==> config.mk <==
export PLATFORM = sky130hd
export DESIGN_NAME = lfu_key_value_cache
export DESIGN_NICKNAME = d
export VERILOG_FILES = /design/src/lkvc_pkg.sv /design/src/lkvc_ram.sv /design/src/lfu_key_value_cache.sv
export SDC_FILE = /design/constraint.sdc
export NUM_CORES = 2
export LEC_CHECK = 0
export BUFFER_PORTS_ARGS = -buffer_cell sky130_fd_sc_hd__buf_2
export CORE_ASPECT_RATIO = 0.9
export CORE_MARGIN = 2
export CORE_UTILIZATION = 50
export CTS_CLUSTER_SIZE = 12
export DETAILED_ROUTE_END_ITERATION = 6
export PLACE_DENSITY = 0.66
export SYNTH_ARGS = -nofsm -noshare
export SYNTH_HDL_FRONTEND = slang
export SYNTH_HIERARCHICAL = 1
export SYNTH_SLANG_ARGS = --single-unit
export TNS_END_PERCENT = 1
==> constraint.sdc <==
create_clock -name clk -period 24.2 [get_ports clk]
set_input_delay 4.84 -clock clk [delete_from_list [all_inputs] [get_ports clk]]
set_output_delay 4.84 -clock clk [all_outputs]
set_load 0.01 [all_outputs]
==> src/lkvc_pkg.sv <==
package lkvc_pkg;

  localparam int KeyW = 64;
  localparam int KeyLenW = 4;
  localparam int ValW = 64;
  localparam int ValLenW = 8;
  localparam int HitsW = 32;
  localparam int CountW = 5;
  localparam int BytesW = 16;

  localparam logic [HitsW-1:0] LEAST_HITS_CEIL = 32'd9999999;

  localparam logic [1:0] F_GET = 2'd0;
  localparam logic [1:0] F_SET = 2'd1;
  localparam logic [1:0] F_DEL = 2'd2;
  localparam logic [1:0] F_RST = 2'd3;

  localparam logic [1:0] ST_OK = 2'd0;
  localparam logic [1:0] ST_NOT_FOUND = 2'd1;
  localparam logic [1:0] ST_TOO_LONG = 2'd2;
  localparam logic [1:0] ST_NO_SPACE = 2'd3;

  typedef struct packed {
    logic [HitsW-1:0] hits;
    logic [ValLenW-1:0] value_len;
    logic [ValW-1:0] value;
    logic [KeyLenW-1:0] key_len;
    logic [KeyW-1:0] key;
  } entry_t;

endpackage

==> src/lkvc_ram.sv <==
module lkvc_ram #(
  parameter int WIDTH = 8,
  parameter int DEPTH = 16
) (
  input  logic                     clk,
  input  logic                     we,
  input  logic [$clog2(DEPTH)-1:0] waddr,
  input  logic [WIDTH-1:0]         wdata,
  input  logic [$clog2(DEPTH)-1:0] raddr,
  output logic [WIDTH-1:0]         rdata
);

  logic [WIDTH-1:0] mem [DEPTH];

  always_ff @(posedge clk) begin
    if (we) begin
      mem[waddr] <= wdata;
    end
    rdata <= mem[raddr];
  end

endmodule

==> src/lfu_key_value_cache.sv <==
// Fully associative key-value cache with least-frequently-used eviction.
// One item (get, set, delete or reset-all, selected by s_axis_tuser) is
// handled at a time. All slot contents and hit counts sit in one RAM with a
// single read port, so every item walks the ENTRIES slots one per cycle to
// find the matching key, the lowest free slot and the least-hit victim, then
// writes back; the write-back waits while an earlier result still waits on
// m_axis_tready. Slots holding LEAST_HITS_CEIL hits or more are never
// evicted. Each result carries the running totals after that item. No
// clearing pass is needed after reset; valid bits live in flip-flops.
module lfu_key_value_cache
  import lkvc_pkg::*;
#(
  parameter int ENTRIES = 16,
  parameter int KEY_BYTES = 8
) (
  input  logic         clk,
  input  logic         rst,
  input  logic         cfg_we,
  input  logic [7:0]   cfg_wdata,     // max_value_len
  input  logic         s_axis_tvalid,
  output logic         s_axis_tready,
  input  logic [143:0] s_axis_tdata,  // key[63:0], key_len[67:64], value_word[131:68],
                                      // value_len[139:132], zero pad
  input  logic [1:0]   s_axis_tuser,  // func
  output logic         m_axis_tvalid,
  input  logic         m_axis_tready,
  output logic [215:0] m_axis_tdata,  // read_value[63:0], hits_total[95:64],
                                      // accesses_total[127:96], sets_total[159:128],
                                      // evictions_total[191:160], key_count[196:192],
                                      // bytes_used[212:197], zero pad
  output logic [1:0]   m_axis_tuser   // status
);

  localparam int IW = $clog2(ENTRIES);
  localparam int CW = $clog2(ENTRIES + 1);
  localparam int EW = $bits(entry_t);
  localparam logic [CW-1:0] LastCnt = CW'(ENTRIES);
  localparam logic [KeyW-1:0] KeyMask = {KeyW{1'b1}} >> (KeyW - 8 * KEY_BYTES);
  localparam logic [KeyLenW-1:0] KeyBytesL = KeyLenW'(KEY_BYTES);

  localparam logic [1:0] S_IDLE = 2'd0;
  localparam logic [1:0] S_SCAN = 2'd1;
  localparam logic [1:0] S_WRITE = 2'd2;

  logic [1:0] state;

  logic [ValLenW-1:0] max_len;

  logic [1:0]          func_r;
  logic [KeyW-1:0]     key_r;
  logic [KeyLenW-1:0]  kl_r;
  logic [ValW-1:0]     val_r;
  logic [ValLenW-1:0]  vl_r;

  logic [CW-1:0]       scan_cnt;
  logic                chk_vld;
  logic [IW-1:0]       chk_idx;
  logic                match_found;
  logic [IW-1:0]       match_idx;
  entry_t              match_ent;
  logic                free_found;
  logic [IW-1:0]       free_idx;
  logic                victim_found;
  logic [IW-1:0]       victim_idx;
  logic [KeyLenW-1:0]  victim_kl;
  logic [ValLenW-1:0]  victim_vl;
  logic [HitsW-1:0]    least;

  logic [ENTRIES-1:0]  valid;
  logic [HitsW-1:0]    hit_cnt;
  logic [HitsW-1:0]    acc_cnt;
  logic [HitsW-1:0]    set_cnt;
  logic [HitsW-1:0]    ev_cnt;
  logic [CountW-1:0]   occ;
  logic [BytesW-1:0]   bytes;

  logic                out_valid;
  logic [1:0]          out_status;
  logic [ValW-1:0]     out_rv;

  logic                ram_we;
  logic [IW-1:0]       ram_waddr;
  entry_t              ram_went;
  logic [IW-1:0]       ram_raddr;
  logic [EW-1:0]       ram_rdata;
  entry_t              rd_ent;

  // write-back decision
  logic                go;
  logic [1:0]          st_next;
  logic [ValW-1:0]     rv_next;
  logic                inc_hit, inc_acc, inc_set, inc_ev;
  logic                set_v, clr_v, clr_all;
  logic [CountW-1:0]   occ_next;
  logic [BytesW-1:0]   bytes_next;
  logic [BytesW-1:0]   new_bytes;

  logic                in_fire;
  logic [KeyLenW-1:0]  in_kl;

  assign s_axis_tready = (state == S_IDLE);
  assign in_fire = s_axis_tvalid && s_axis_tready;
  assign in_kl = (s_axis_tdata[67:64] > KeyBytesL) ? KeyBytesL : s_axis_tdata[67:64];

  assign ram_raddr = scan_cnt[IW-1:0];
  assign rd_ent = entry_t'(ram_rdata);

  lkvc_ram #(
    .WIDTH(EW),
    .DEPTH(ENTRIES)
  ) u_ram (
    .clk  (clk),
    .we   (ram_we),
    .waddr(ram_waddr),
    .wdata(ram_went),
    .raddr(ram_raddr),
    .rdata(ram_rdata)
  );

  assign go = (state == S_WRITE) && (!out_valid || m_axis_tready);
  assign new_bytes = BytesW'(kl_r) + BytesW'(vl_r);

  always_comb begin
    st_next = ST_OK;
    rv_next = '0;
    ram_we = 1'b0;
    ram_waddr = match_idx;
    ram_went = match_ent;
    inc_hit = 1'b0;
    inc_acc = 1'b0;
    inc_set = 1'b0;
    inc_ev = 1'b0;
    set_v = 1'b0;
    clr_v = 1'b0;
    clr_all = 1'b0;
    occ_next = occ;
    bytes_next = bytes;
    unique case (func_r)
      F_GET: begin
        inc_acc = 1'b1;
        if (match_found) begin
          inc_hit = 1'b1;
          ram_we = go;
          ram_went.hits = match_ent.hits + 1'b1;
          rv_next = match_ent.value;
        end else begin
          st_next = ST_NOT_FOUND;
        end
      end
      F_SET: begin
        ram_went.key = key_r;
        ram_went.key_len = kl_r;
        ram_went.value = val_r;
        ram_went.value_len = vl_r;
        if (vl_r > max_len) begin
          st_next = ST_TOO_LONG;
        end else if (key_r == '0) begin
          st_next = ST_NOT_FOUND;
        end else if (match_found) begin
          ram_we = go;
          inc_set = 1'b1;
          bytes_next = bytes - BytesW'(match_ent.key_len) - BytesW'(match_ent.value_len)
                       + new_bytes;
        end else if (free_found) begin
          ram_we = go;
          ram_waddr = free_idx;
          ram_went.hits = '0;
          set_v = 1'b1;
          inc_set = 1'b1;
          occ_next = occ + 1'b1;
          bytes_next = bytes + new_bytes;
        end else if (victim_found) begin
          ram_we = go;
          ram_waddr = victim_idx;
          ram_went.hits = '0;
          inc_set = 1'b1;
          inc_ev = 1'b1;
          bytes_next = bytes - BytesW'(victim_kl) - BytesW'(victim_vl) + new_bytes;
        end else begin
          st_next = ST_NO_SPACE;
        end
      end
      F_DEL: begin
        if (match_found) begin
          clr_v = 1'b1;
          occ_next = occ - 1'b1;
          bytes_next = bytes - BytesW'(match_ent.key_len) - BytesW'(match_ent.value_len);
        end else begin
          st_next = ST_NOT_FOUND;
        end
      end
      F_RST: begin
        clr_all = 1'b1;
        occ_next = '0;
        bytes_next = '0;
      end
    endcase
  end

  always_ff @(posedge clk) begin
    if (rst) begin
      state <= S_IDLE;
      max_len <= 8'd255;
      func_r <= F_GET;
      valid <= '0;
      hit_cnt <= '0;
      acc_cnt <= '0;
      set_cnt <= '0;
      ev_cnt <= '0;
      occ <= '0;
      bytes <= '0;
      out_valid <= 1'b0;
      chk_vld <= 1'b0;
      scan_cnt <= '0;
    end else begin
      if (cfg_we) begin
        max_len <= cfg_wdata;
      end
      if (m_axis_tvalid && m_axis_tready && !go) begin
        out_valid <= 1'b0;
      end
      unique case (state)
        S_IDLE: begin
          if (in_fire) begin
            func_r <= s_axis_tuser;
            key_r <= s_axis_tdata[63:0] & KeyMask;
            kl_r <= in_kl;
            val_r <= s_axis_tdata[131:68];
            vl_r <= s_axis_tdata[139:132];
            scan_cnt <= '0;
            chk_vld <= 1'b0;
            match_found <= 1'b0;
            free_found <= 1'b0;
            victim_found <= 1'b0;
            least <= LEAST_HITS_CEIL;
            state <= S_SCAN;
          end
        end
        S_SCAN: begin
          // read issued at scan_cnt, checked in the cycle after at chk_idx
          if (scan_cnt != LastCnt) begin
            chk_vld <= 1'b1;
            chk_idx <= scan_cnt[IW-1:0];
            scan_cnt <= scan_cnt + 1'b1;
          end else begin
            chk_vld <= 1'b0;
            state <= S_WRITE;
          end
          if (chk_vld) begin
            if (valid[chk_idx]) begin
              if (!match_found && key_r != '0 && rd_ent.key == key_r) begin
                match_found <= 1'b1;
                match_idx <= chk_idx;
                match_ent <= rd_ent;
              end
              // strict compare keeps the lowest index on ties
              if (rd_ent.hits < least) begin
                least <= rd_ent.hits;
                victim_found <= 1'b1;
                victim_idx <= chk_idx;
                victim_kl <= rd_ent.key_len;
                victim_vl <= rd_ent.value_len;
              end
            end else if (!free_found) begin
              free_found <= 1'b1;
              free_idx <= chk_idx;
            end
          end
        end
        S_WRITE: begin
          if (go) begin
            if (clr_all) begin
              valid <= '0;
            end else if (set_v) begin
              valid[ram_waddr] <= 1'b1;
            end else if (clr_v) begin
              valid[ram_waddr] <= 1'b0;
            end
            if (inc_hit) hit_cnt <= hit_cnt + 1'b1;
            if (inc_acc) acc_cnt <= acc_cnt + 1'b1;
            if (inc_set) set_cnt <= set_cnt + 1'b1;
            if (inc_ev) ev_cnt <= ev_cnt + 1'b1;
            occ <= occ_next;
            bytes <= bytes_next;
            out_valid <= 1'b1;
            out_status <= st_next;
            out_rv <= rv_next;
            state <= S_IDLE;
          end
        end
        default: begin
          state <= S_IDLE;
        end
      endcase
    end
  end

  assign m_axis_tvalid = out_valid;
  assign m_axis_tuser = out_status;
  assign m_axis_tdata = {3'b000, bytes, occ, ev_cnt, set_cnt, acc_cnt, hit_cnt, out_rv};

  // occupancy tracks the valid bits (modulo the count width)
  a_occ_matches: assert property (@(posedge clk) disable iff (rst)
    occ == CountW'($countones(valid)))
    else $error("occupied count out of step with valid bits");

  a_we_in_write: assert property (@(posedge clk) disable iff (rst)
    ram_we |-> (state == S_WRITE) && (!out_valid || m_axis_tready))
    else $error("RAM written outside write-back");

  a_scan_end: assert property (@(posedge clk) disable iff (rst)
    (state == S_SCAN) && (scan_cnt == LastCnt) |-> chk_vld && (chk_idx == IW'(ENTRIES - 1)))
    else $error("scan left before the last slot was checked");

  a_result_idle: assert property (@(posedge clk) disable iff (rst)
    $rose(out_valid) |-> (state == S_IDLE) && $past(state == S_WRITE))
    else $error("result issued outside write-back");

endmodule

==> results.toml <==
[cells_and_area]
drive_gt1_share_pct = 21.8
post-route-util_pct = 56.5
area.growth.synth_to_final_pct = 12.6
fin_nets = 8219
fin_cells = 11800
postLayoutCellArea_mm2 = 0.154

[timing]
tns_ns = 0
slew_viol_final = 0
worst_slack_ns = 13.94
final_hold_viol_count = 0
maxClockFrequency_mhz = 97.5
skew_ns = 0.0904
fin_crit_sh_pct = 42.4
slew_headroom_pct = 9.84
setup_viol = 0
tightest_slew_ns = 1.31
min_period_ns = 10.26
rsz0062_at_grt = "false"

[critical_path]
rr_worst_depth = 15
required_ns = 24.71
r2r_slack_ns = 15.60
crit_arrival_ns = 10.77
r2r_end = "u_ram/mem[12][113]$_DFFE_PP_"
worst_setup_path_start_kind = "input pin"
cp-end-kind = "flip-flop"
rr_startpoint = "key_r[1]$_DFFE_PP_"
worstSetupPathType = "in -> reg"
cp_max_fo = 42

[drt]
first_iter_violations = 8130
drc_errors = 0
drt_wl_total_um = 334000
vias = 72000
firstDrtPassIters = 5
antenna_left = 0
routed_via_density = 6.11
wl_per_cell_um = 28.3

[die]
die_h_um = 501
rows = 182
start_util_pct = 50.2
die_area_mm2 = 0.278
core_mm2 = 0.273
io_pins = 379
die_x_um = 556

[power_and_ir_drop]
p_sw_share_pct = 20.6
power_frac_seq_pct = 54.4
p_leak_nw = 50.4
p_clk_share_pct = 42.2
pwr-share-comb_pct = 3.4
power_density_mw_per_mm2 = 80.0
p_sw_w = 0.00254
cellInternalPower_w = 0.00980
peakVddDrop_mv = 0.0889

[synthesis]
synth_edf_count = 3193
ys_types = 91
ys_warn_count = 6
ys_async_sr_fraction_pct = 0
netlist_instances = 7378
seq_area_frac_synth_pct = 75.2
synth_seq_cells = 3549
synth.avg_cell_area_um2 = 18.6
yosys-top-cells-area = "edfxtp_1 (70%), mux4_2 (11%), dfxtp_1 (5.2%)"
synthFlopType = "edfxtp_1"
yosysTopAreaCellShare_pct = 70.0
yosys.area.top_type = "edfxtp_1"
synth_area_mm2 = 0.137

[job]
maxCapViolations = 0

[min_path]
hp-start = "u_ram/rdata[101]$_DFF_P_"
holdPathStages = 0
hold_path_end = "match_ent[101]$_DFFE_PP_"
hold_class = "reg -> reg"

[place]
dp_hpwl_um = 176000
gp_congestion = 0.871
placed_cell_area_mm2 = 0.143
place_ws_ns = 13.05
placed_cells = 11100
io_buffers = 371

[run_status]
outcome = "finished, final reports clean"

[clocking]
htreeDepth = 5
cts-root-buf = "clkbuf_16"
tritoncts = "built"
cts_inserted_buffers = 364
cts.sinks = 3549
cts_resized = 0
ctsLongestPathBuffers = 4
clk_pin_slew_worst_paths_ns = 0.06
cts_setup_buffers = 0
clk_latency_ns = 0.92
cts_hold_buf = 0

[global_routing]
antenna_found_initial = 15
grt_max_degree = 138
track_usage_pct = 23.8
grt_first_pass_wirelength_um = 487000
grt_pass1_vias = 72100
grt-ovfl-total = 0
[worst max-delay path by stage]
stage	startpoint	end	slack [ns]	cells past startpoint
after detailed placement	m_axis_tready	u_ram/mem[12][104]$_DFFE_PP_	13.05	13
after global placement	m_axis_tready	u_ram/mem[12][104]$_DFFE_PP_	13.08	13
after floorplan	m_axis_tready	u_ram/mem[0][0]$_DFFE_PP_	5.22	8
final	m_axis_tready	u_ram/mem[12][113]$_DFFE_PP_	13.94	13
after global routing	m_axis_tready	u_ram/mem[12][113]$_DFFE_PP_	13.68	13
after CTS	m_axis_tready	u_ram/mem[12][113]$_DFFE_PP_	13.98	13
[area by class of cell]
class	instances	area, um^2
Antenna cell	2	5.00
Clock buffer	573	10300
Clock inverter	73	637
Fill cell	20400	119000
Inverter	145	544
Multi-Input combinational cell	3341	32200
Sequential cell	3549	103000
Tap cell	3588	4490
Timing Repair Buffer	521	3200
[cells by family (layout without fill, tap and decap cells)]
logic type	after synthesis	in the layout	synth area share, %
buffers and inverters	490	1312	1.55
multiplexers	792	792	11.8
AO/OA/AOI/OAI	730	730	3.81
other	1	5	0.00274
flip-flops	3549	3549	75.2
XOR/XNOR	211	211	1.35
AND/OR/NAND/NOR	1467	1467	4.99
adder cells (fa/ha/maj)	138	138	1.37
[synthesized netlist by cell type, drive strengths merged (11+ instances only)]
library cell / instances
xor2: 149
edfxtp: 3193
o21ai: 105
dfxtp: 356
fa: 21
mux4: 645
o221ai: 35
a221oi: 27
nand3: 101
nor2b: 64
o211ai: 33
or2: 11
or3: 28
ha: 117
and2: 100
nand2b: 51
a211oi: 16
xnor2: 62
nand2: 690
a21o: 19
nor2: 210
mux2i: 48
clkbuf: 190
inv: 144
a22oi: 293
mux2: 99
a21oi: 87
nand4: 66
nor4: 50
nor3: 37
and3: 26
and4: 13
buf: 155
[metrics by stage]
step,hold WS [ns],total power [W]
after floorplan,0.386,0.00713
after global placement,0.388,0.00726
after detailed placement,0.389,0.00727
after CTS,0.390,0.0124
after global routing,0.406,0.0127
final,0.397,0.0123
[cells in the final DEF, fill, tap and decap left out, types with 149 or more instances in the layout]
| master | count |
|---|---|
| a22oi_1 | 293 |
| buf_2 | 370 |
| clkbuf_1 | 172 |
| clkbuf_16 | 368 |
| dfxtp_1 | 352 |
| edfxtp_1 | 3193 |
| mux4_2 | 645 |
| nand2_1 | 689 |
| nor2_1 | 191 |
| xor2_1 | 149 |
[routing by layer]
metal | routed length [um] | track usage (%)
met2 | 157000 | 37.6
met1 | 142000 | 35.3
met3 | 27200 | 3.34
met4 | 7270 | 5.60
met5 | 60 | 0
[critical path, cell delays in order]
cell      delay, ns
buf_2          0.09
nand2b_1       0.12
nand2_1        0.17
a211oi_1       0.58
and2_1         0.40
or2_2          0.26
nand3_1        0.32
nor3_2         0.21
buf_4          0.50
buf_4          0.69
buf_4          0.85
buf_4          0.68
buf_4          0.76
[sequential cells by signal (all words and copies together), names as in the netlist, 64 cells and up]
name,count
u_ram/rdata,172
u_ram/mem,2752
match_ent,172
key_r,64
val_r,64
out_rv,64
[power groups by stage]
stage,clock network (W),registers [W],logic [W]
2_1_floorplan,0,0.00683,0.000305
3_3_place_gp,0,0.00684,0.000416
3_5_place_dp,0,0.00684,0.000426
4_1_cts,0.00531,0.00671,0.000428
5_1_grt,0.00554,0.00671,0.000461
6_report,0.00521,0.00671,0.000424
Note: power is estimated with default switching activity, not from simulation.
